**config.mk**
```make
export PLATFORM = sky130hd
export DESIGN_NAME = time_of_day_arithmetic
export DESIGN_NICKNAME = d
export VERILOG_FILES = /design/src/sv/tda_pkg.sv /design/src/sv/tda_modday.sv /design/src/sv/tda_hms.sv /design/src/sv/time_of_day_arithmetic.sv
export SDC_FILE = /design/constraint.sdc
export NUM_CORES = 2
export LEC_CHECK = 0
export CAP_MARGIN = 20
export CORE_AREA = 2 2 238 240
export CTS_BUF_LIST = sky130_fd_sc_hd__clkbuf_16
export DETAILED_ROUTE_END_ITERATION = 10
export DIE_AREA = 0 0 240 242
export DONT_BUFFER_PORTS = 1
export GPL_TIMING_DRIVEN = 1
export MAX_ROUTING_LAYER = met4
export PLACE_DENSITY = 0.77
export SYNTH_ARGS = -nofsm -noshare
export SYNTH_HDL_FRONTEND = slang
export SYNTH_SLANG_ARGS = --single-unit
```
**constraint.sdc**
```tcl
create_clock -name clk -period 16 [get_ports clk]
set_clock_uncertainty 0.1 [all_clocks]
set_input_delay 2.4 -clock clk [delete_from_list [all_inputs] [get_ports clk]]
set_output_delay 2.4 -clock clk [all_outputs]
set_load 0.03 [all_outputs]
```
**src/sv/tda_pkg.sv**
```systemverilog
// Shared types and constants for the time-of-day arithmetic pipeline.
package tda_pkg;

  localparam int unsigned DAY_SECONDS    = 86400;
  localparam int unsigned HOUR_SECONDS   = 3600;
  localparam int unsigned MINUTE_SECONDS = 60;

  // n mod 86400 = ((n >> 7) mod 675) * 128 + (n & 127)
  localparam int unsigned DIV_HI     = 675;
  localparam int unsigned RECIP_675  = 25451658;  // floor(2^34 / 675)
  // c / 3600 = ((c >> 4) * 4661) >> 20 for c < 86400
  localparam int unsigned RECIP_225  = 4661;
  // r / 60 = ((r >> 2) * 1093) >> 14 for r < 3600
  localparam int unsigned RECIP_15   = 1093;

  localparam logic [2:0] MODE_ADD     = 3'd0;
  localparam logic [2:0] MODE_SUB     = 3'd1;
  localparam logic [2:0] MODE_DUR     = 3'd2;
  localparam logic [2:0] MODE_CMP     = 3'd3;
  localparam logic [2:0] MODE_TO_TIME = 3'd4;
  localparam logic [2:0] MODE_TO_SECS = 3'd5;

  typedef struct packed {
    logic [2:0]  mode;
    logic [4:0]  a_hour;
    logic [5:0]  a_minute;
    logic [5:0]  a_second;
    logic [4:0]  b_hour;
    logic [5:0]  b_minute;
    logic [5:0]  b_second;
    logic [30:0] n_seconds;
  } cmd_word_t;

  typedef struct packed {
    logic [4:0]  r_hour;
    logic [5:0]  r_minute;
    logic [5:0]  r_second;
    logic [16:0] r_seconds;
    logic        equal;
    logic        less;
    logic        greater;
    logic        a_valid;
  } res_word_t;

  typedef struct packed {
    logic [16:0] r_seconds;
    logic        equal;
    logic        less;
    logic        greater;
    logic        a_valid;
  } side_t;

endpackage

```
**src/sv/tda_modday.sv**
```systemverilog
// Three-stage reduction of a 31-bit second count modulo one day.
module tda_modday (
  input  logic        clk,
  input  logic        en,
  input  logic [30:0] n,
  output logic [16:0] nmod
);
  import tda_pkg::*;

  logic [23:0] x1;
  logic [6:0]  lo1;
  logic [48:0] p1;
  logic [14:0] q;
  logic [23:0] qm;
  logic [10:0] rem2;
  logic [6:0]  lo2;

  assign q  = p1[48:34];
  assign qm = 24'(q) * 24'(DIV_HI);

  always_ff @(posedge clk) begin
    if (en) begin
      x1   <= n[30:7];
      lo1  <= n[6:0];
      p1   <= 49'(n[30:7]) * 49'(RECIP_675);
      rem2 <= 11'(x1 - qm);
      lo2  <= lo1;
      nmod <= {(rem2 >= 11'(DIV_HI)) ? 10'(rem2 - 11'(DIV_HI)) : rem2[9:0], lo2};
    end
  end

endmodule

```
**src/sv/tda_hms.sv**
```systemverilog
// Four-stage split of a second count below one day into hour, minute, second.
module tda_hms (
  input  logic        clk,
  input  logic        en,
  input  logic [16:0] c,
  output logic [4:0]  hour,
  output logic [5:0]  minute,
  output logic [5:0]  second
);
  import tda_pkg::*;

  logic [16:0] c5;
  logic [25:0] p5;
  logic [4:0]  h6;
  logic [4:0]  h6_reg;
  logic [11:0] rem6;
  logic [19:0] p7;
  logic [11:0] rem7;
  logic [4:0]  h7;
  logic [5:0]  m7;

  assign h6 = p5[24:20];
  assign m7 = p7[19:14];

  always_ff @(posedge clk) begin
    if (en) begin
      c5     <= c;
      p5     <= 26'(c[16:4]) * 26'(RECIP_225);
      h6_reg <= h6;
      rem6   <= 12'(c5 - 17'(h6) * 17'(HOUR_SECONDS));
      p7     <= 20'(rem6[11:2]) * 20'(RECIP_15);
      rem7   <= rem6;
      h7     <= h6_reg;
      hour   <= h7;
      minute <= m7;
      second <= 6'(rem7 - 12'(m7) * 12'(MINUTE_SECONDS));
    end
  end

endmodule

```
**src/sv/time_of_day_arithmetic.sv**
```systemverilog
// Top level of the eight-stage time-of-day arithmetic pipeline.
//
//   channel | direction | handshake           | word
//   cmd     | in        | cmd_valid/cmd_stall | cmd_word_t
//   res     | out       | res_valid/res_stall | res_word_t
//
// One word is accepted per cycle while the result is not stalled.
// Depth is set by the reciprocal multiplies for mod 86400, /3600 and /60.
// Reset clears the stage valid bits only.
// A stalled result freezes the whole pipeline; cmd_stall follows it.
module time_of_day_arithmetic (
  input  logic               clk,
  input  logic               rst,
  input  logic               cmd_valid,
  output logic               cmd_stall,
  input  tda_pkg::cmd_word_t cmd,
  output logic               res_valid,
  input  logic               res_stall,
  output tda_pkg::res_word_t res
);
  import tda_pkg::*;

  logic        en;
  logic [7:0]  vld;

  logic [16:0] ra;
  logic [16:0] rb;
  logic [2:0]  s1_mode;
  logic [16:0] s1_ra;
  logic [16:0] s1_rb;
  logic        s1_equal;
  logic        s1_a_ok;

  logic [2:0]  s2_mode;
  logic [16:0] s2_da;
  logic [16:0] s2_db;
  logic        s2_lt;
  logic        s2_gt;
  logic        s2_equal;
  logic        s2_a_ok;

  logic [2:0]  s3_mode;
  logic [16:0] s3_da;
  logic [16:0] s3_db;
  logic        s3_lt;
  logic        s3_gt;
  logic        s3_equal;
  logic        s3_a_ok;

  logic [16:0] nmod;
  logic [17:0] sum_add;
  logic [17:0] sum_sub;
  logic [16:0] c_next;
  logic [16:0] secs_next;
  logic [16:0] s4_c;
  side_t       side_next;
  side_t       side [4:8];

  logic [4:0]  hour;
  logic [5:0]  minute;
  logic [5:0]  second;

  assign en        = !(vld[7] && res_stall);
  assign cmd_stall = !en;
  assign res_valid = vld[7];

  always_ff @(posedge clk) begin
    if (rst) begin
      vld <= '0;
    end else if (en) begin
      vld <= {vld[6:0], cmd_valid};
    end
  end

  // stage 1: raw second counts
  assign ra = 17'(cmd.a_hour) * 17'(HOUR_SECONDS) + 17'(cmd.a_minute) * 17'(MINUTE_SECONDS)
            + 17'(cmd.a_second);
  assign rb = 17'(cmd.b_hour) * 17'(HOUR_SECONDS) + 17'(cmd.b_minute) * 17'(MINUTE_SECONDS)
            + 17'(cmd.b_second);

  always_ff @(posedge clk) begin
    if (en) begin
      s1_mode  <= cmd.mode;
      s1_ra    <= ra;
      s1_rb    <= rb;
      s1_equal <= (cmd.a_hour == cmd.b_hour) && (cmd.a_minute == cmd.b_minute)
                  && (cmd.a_second == cmd.b_second);
      s1_a_ok  <= (cmd.a_hour <= 5'd23) && (cmd.a_minute <= 6'd59) && (cmd.a_second <= 6'd59);
    end
  end

  // stage 2: fold into one day, raw compare
  always_ff @(posedge clk) begin
    if (en) begin
      s2_mode  <= s1_mode;
      s2_da    <= (s1_ra >= 17'(DAY_SECONDS)) ? s1_ra - 17'(DAY_SECONDS) : s1_ra;
      s2_db    <= (s1_rb >= 17'(DAY_SECONDS)) ? s1_rb - 17'(DAY_SECONDS) : s1_rb;
      s2_lt    <= s1_ra < s1_rb;
      s2_gt    <= s1_ra > s1_rb;
      s2_equal <= s1_equal;
      s2_a_ok  <= s1_a_ok;
    end
  end

  // stage 3: wait for n mod day
  always_ff @(posedge clk) begin
    if (en) begin
      s3_mode  <= s2_mode;
      s3_da    <= s2_da;
      s3_db    <= s2_db;
      s3_lt    <= s2_lt;
      s3_gt    <= s2_gt;
      s3_equal <= s2_equal;
      s3_a_ok  <= s2_a_ok;
    end
  end

  tda_modday u_modday (
    .clk  (clk),
    .en   (en),
    .n    (cmd.n_seconds),
    .nmod (nmod)
  );

  // stage 4: select operation
  assign sum_add = 18'(s3_da) + 18'(nmod);
  assign sum_sub = 18'(s3_da) + 18'(DAY_SECONDS) - 18'(nmod);

  always_comb begin
    c_next    = '0;
    secs_next = '0;
    case (s3_mode)
      MODE_ADD: begin
        c_next = (sum_add >= 18'(DAY_SECONDS)) ? 17'(sum_add - 18'(DAY_SECONDS))
                                              : sum_add[16:0];
      end
      MODE_SUB: begin
        c_next = (sum_sub >= 18'(DAY_SECONDS)) ? 17'(sum_sub - 18'(DAY_SECONDS))
                                              : sum_sub[16:0];
      end
      MODE_DUR: begin
        secs_next = (s3_db >= s3_da) ? s3_db - s3_da : s3_db + 17'(DAY_SECONDS) - s3_da;
      end
      MODE_TO_TIME: c_next = nmod;
      MODE_TO_SECS: secs_next = s3_da;
      default: begin
        c_next    = '0;
        secs_next = '0;
      end
    endcase
    side_next.r_seconds = secs_next;
    side_next.equal     = (s3_mode == MODE_CMP) && s3_equal;
    side_next.less      = (s3_mode == MODE_CMP) && s3_lt;
    side_next.greater   = (s3_mode == MODE_CMP) && s3_gt;
    side_next.a_valid   = s3_a_ok;
  end

  always_ff @(posedge clk) begin
    if (en) begin
      s4_c    <= c_next;
      side[4] <= side_next;
      side[5] <= side[4];
      side[6] <= side[5];
      side[7] <= side[6];
      side[8] <= side[7];
    end
  end

  // stages 5..8: hour, minute, second split
  tda_hms u_hms (
    .clk    (clk),
    .en     (en),
    .c      (s4_c),
    .hour   (hour),
    .minute (minute),
    .second (second)
  );

  assign res.r_hour    = hour;
  assign res.r_minute  = minute;
  assign res.r_second  = second;
  assign res.r_seconds = side[8].r_seconds;
  assign res.equal     = side[8].equal;
  assign res.less      = side[8].less;
  assign res.greater   = side[8].greater;
  assign res.a_valid   = side[8].a_valid;

  a_hms_range: assert property (@(posedge clk) disable iff (rst)
    res_valid |-> (res.r_hour <= 5'd23) && (res.r_minute <= 6'd59) && (res.r_second <= 6'd59))
    else $error("result time out of range");

  a_secs_range: assert property (@(posedge clk) disable iff (rst)
    res_valid |-> res.r_seconds < 17'(DAY_SECONDS))
    else $error("result seconds out of range");

  a_cmp_exclusive: assert property (@(posedge clk) disable iff (rst)
    res_valid |-> (32'(res.equal) + 32'(res.less) + 32'(res.greater)) <= 32'd1)
    else $error("compare flags not exclusive");

endmodule

```
==> results.sh <==
export IMPL_hp_start="s2_da[1]$_DFFE_PN_"
export IMPL_cts_tree="yes"
export IMPL_synth_edf_count=375
export IMPL_grt_max_degree=178
export IMPL_min_path_type="flip-flop to flip-flop"
export IMPL_path_cells="ha_1 -> ha_1 -> inv_1 -> fa_1 -> inv_1 -> fa_1 -> fa_1 -> fa_1 -> inv_1 -> fa_1 -> inv_1 -> ha_1 -> nand3_1 -> a2111oi_0 -> a21boi_0 -> a41oi_1 -> o21ba_2 -> o21ai_1 -> o221ai_1 -> nor2b_1 -> xnor2_1"
export IMPL_fmax_mhz=125
export IMPL_initial_core_util_pct=60.3
export IMPL_synth_seq_area_share_pct=34.0
export IMPL_start_kind="input port"
export IMPL_end_kind="flip-flop"
export IMPL_cts_sinks=383
export IMPL_ctsLongestPathBuffers=3
export IMPL_critPathKind="input port to flip-flop"
export IMPL_critPathTopFamily="adder cells"
export IMPL_hold_end="s3_da[1]$_DFFE_PN_"
export IMPL_rr_worst_depth=16
export IMPL_hold_viol=0
export IMPL_nets=3893
export IMPL_crit_required_ps=16210
export IMPL_cpPeakStageDelay_ps=570
export IMPL_drt_iter0_drc=969
export IMPL_die_h_microns=242
export IMPL_grt_pass1_vias=21600
export IMPL_num_vias=20300
export IMPL_grt_use_total_pct=23.1
export IMPL_synth_area_per_cell_sq_um=11.7
export IMPL_cap_violations=0
export IMPL_clk_pin_slew_ps=60
export IMPL_finalCritPeriodShare_pct=50.1
export IMPL_ys_types=94
export IMPL_num_rows=87
export IMPL_synth_cells=2881
export IMPL_ys_async_sr_fraction_pct=0
export IMPL_core_sq_mm=0.0557
export IMPL_synth_fp_nets=3859
export IMPL_setup_tns_ps=0
export IMPL_syn_to_final_growth_pct=6.58
export IMPL_synth_seq_cells=383
export IMPL_cp_num_cells=21
export IMPL_clk_insertion_delay_late_ps=570
export IMPL_dr_pass1_iters=5
export IMPL_largest_reg_flops=105
export IMPL_hpwl_mm=51.0
export IMPL_layout_common_cells="ha_1 (656), inv_1 (610), edfxtp_1 (375)"
export IMPL_slowest_stage="fa_1"
export IMPL_fin_cells=3704
export IMPL_fin_crit_ps=8010
export IMPL_dieWidth_microns=240
export IMPL_layout_drive_gt1_share_pct=3.90
export IMPL_drt_drc_violations_left=0
export IMPL_rsz0062_at_grt="false"
export IMPL_antenna_left=0
export IMPL_setup_violations=0
export IMPL_dpl_cell_count=3629
export IMPL_ctsHoldBuffers=0
export IMPL_synthFlopType="edfxtp_1"
export IMPL_worst_pin_slew_ps=1050
export IMPL_synthesis_area_sq_mm=0.0336
export IMPL_wire_per_inst_microns=17.0
export IMPL_grt_overflow=0
export IMPL_report_final_slew_viol_count=0
export IMPL_rr_startpoint="s4_c[14]$_DFFE_PN_"
export IMPL_worstPathArrival_ps=8220
export IMPL_crit_top_cell="fa_1"
export IMPL_hold_path_depth=0
export IMPL_htree_levels=2
export IMPL_wl_mm=63.1
export IMPL_worst_path_buf_inv=4
export IMPL_status="finished clean"
export IMPL_cts_root_buf="clkbuf_16"
export IMPL_port_buffers=0
export IMPL_cts_resized_gates=0
export IMPL_fp_dieArea_sq_mm=0.0581
export IMPL_gp_congestion=0.937
export IMPL_cts_inserted_buffers=40
export IMPL_critPathMaxFanout=11
export IMPL_regToRegEndpoint="u_hms.p5[24]$_DFFE_PN_"
export IMPL_grt_first_pass_wirelength_mm=104
export IMPL_ff2ff_setup_slack_ps=10690
export IMPL_yosysWarnings=0
export IMPL_max_slew_margin_pct=30.0
export IMPL_antenna_found_initial=4
export IMPL_post_cts_buffers=0
export IMPL_regMostFlops="side"
export IMPL_ios=112
export IMPL_viasPerCell=5.47
export IMPL_layout_commonest_cell="ha_1"
## cells in the mapped netlist (18+ instances only)
cell type | count | area, sq um
a21o_1 | 34 | 255
a21oi_1 | 117 | 586
edfxtp_1 | 375 | 11300
fa_1 | 250 | 5000
ha_1 | 656 | 8210
inv_1 | 601 | 2260
mux2i_1 | 19 | 190
nand2_1 | 81 | 304
nand2b_1 | 18 | 113
nand3_1 | 18 | 90.1
nor2_1 | 89 | 334
nor2b_1 | 21 | 131
nor3_1 | 28 | 140
o21a_1 | 21 | 158
o21ai_0 | 50 | 250
o21bai_1 | 35 | 263
xnor2_1 | 139 | 1220
xor2_1 | 66 | 578
## cells by family (layout without fill, tap and decap cells)
| family | after synthesis | in the layout | share of synthesized area, % |
|---|---|---|---|
| DFF | 383 | 383 | 34.0 |
| and+or+nand+nor | 340 | 340 | 5.06 |
| buffers and inverters | 616 | 681 | 6.98 |
| other | 0 | 2 | 0 |
| adders and majority gates | 906 | 906 | 39.3 |
| AOI/OAI and AO/OA | 406 | 406 | 8.52 |
| muxes | 22 | 22 | 0.666 |
| xor gates and xnor gates | 208 | 208 | 5.49 |
## how the worst max path moves through the flow
stage / from / to / slack [ps]
after floorplan: res_stall / cmd_stall / 4370
after global placement: cmd[16] / u_modday.p1[43]$_DFFE_PN_ / 7550
after detailed placement: cmd[20] / u_modday.p1[43]$_DFFE_PN_ / 7410
after CTS: cmd[20] / u_modday.p1[43]$_DFFE_PN_ / 7980
after global routing: cmd[17] / u_modday.p1[43]$_DFFE_PN_ / 7540
final: cmd[9] / u_modday.p1[43]$_DFFE_PN_ / 7990
## layer usage
| metal | wire [microns] | GRT usage, % | part of all wire [%] | vias to the layer above |
|---|---|---|---|---|
| met5 | 0 | - | 0 | - |
| met4 | 1770 | 6.52 | 2.8 | 0 |
| met3 | 1920 | 2.86 | 3.0 | 119 |
| met2 | 33100 | 41.5 | 52 | 358 |
| met1 | 26300 | 27.1 | 42 | 9878 |
| li1 | - | - | - | 9922 |
## cell type report
class | count | area [sq um]
Antenna cell | 2 | 5.00
Clock buffer | 40 | 1000
Clock inverter | 33 | 273
Fill cell | 4197 | 19900
Inverter | 603 | 2260
Multi-Input combinational cell | 1882 | 19900
Sequential cell | 383 | 11400
Tap cell | 756 | 946
Timing Repair Buffer | 5 | 50.0
## stage by stage
step                hold slack [ps]  cell area (sq um)  util [%]  setup slack, ps
floorplan                       300              33600         -             4370
global placement                300              34500      62.0             7550
detailed placement              305              34500      62.0             7410
CTS                             312              35800      64.3             7980
global route                    320              35800      64.3             7540
finish                          312              35800      64.3             7990
Power is left out: the tool's default activity adds up to more than one toggle a clock period on the data nets, which glitch-free logic cannot reach.
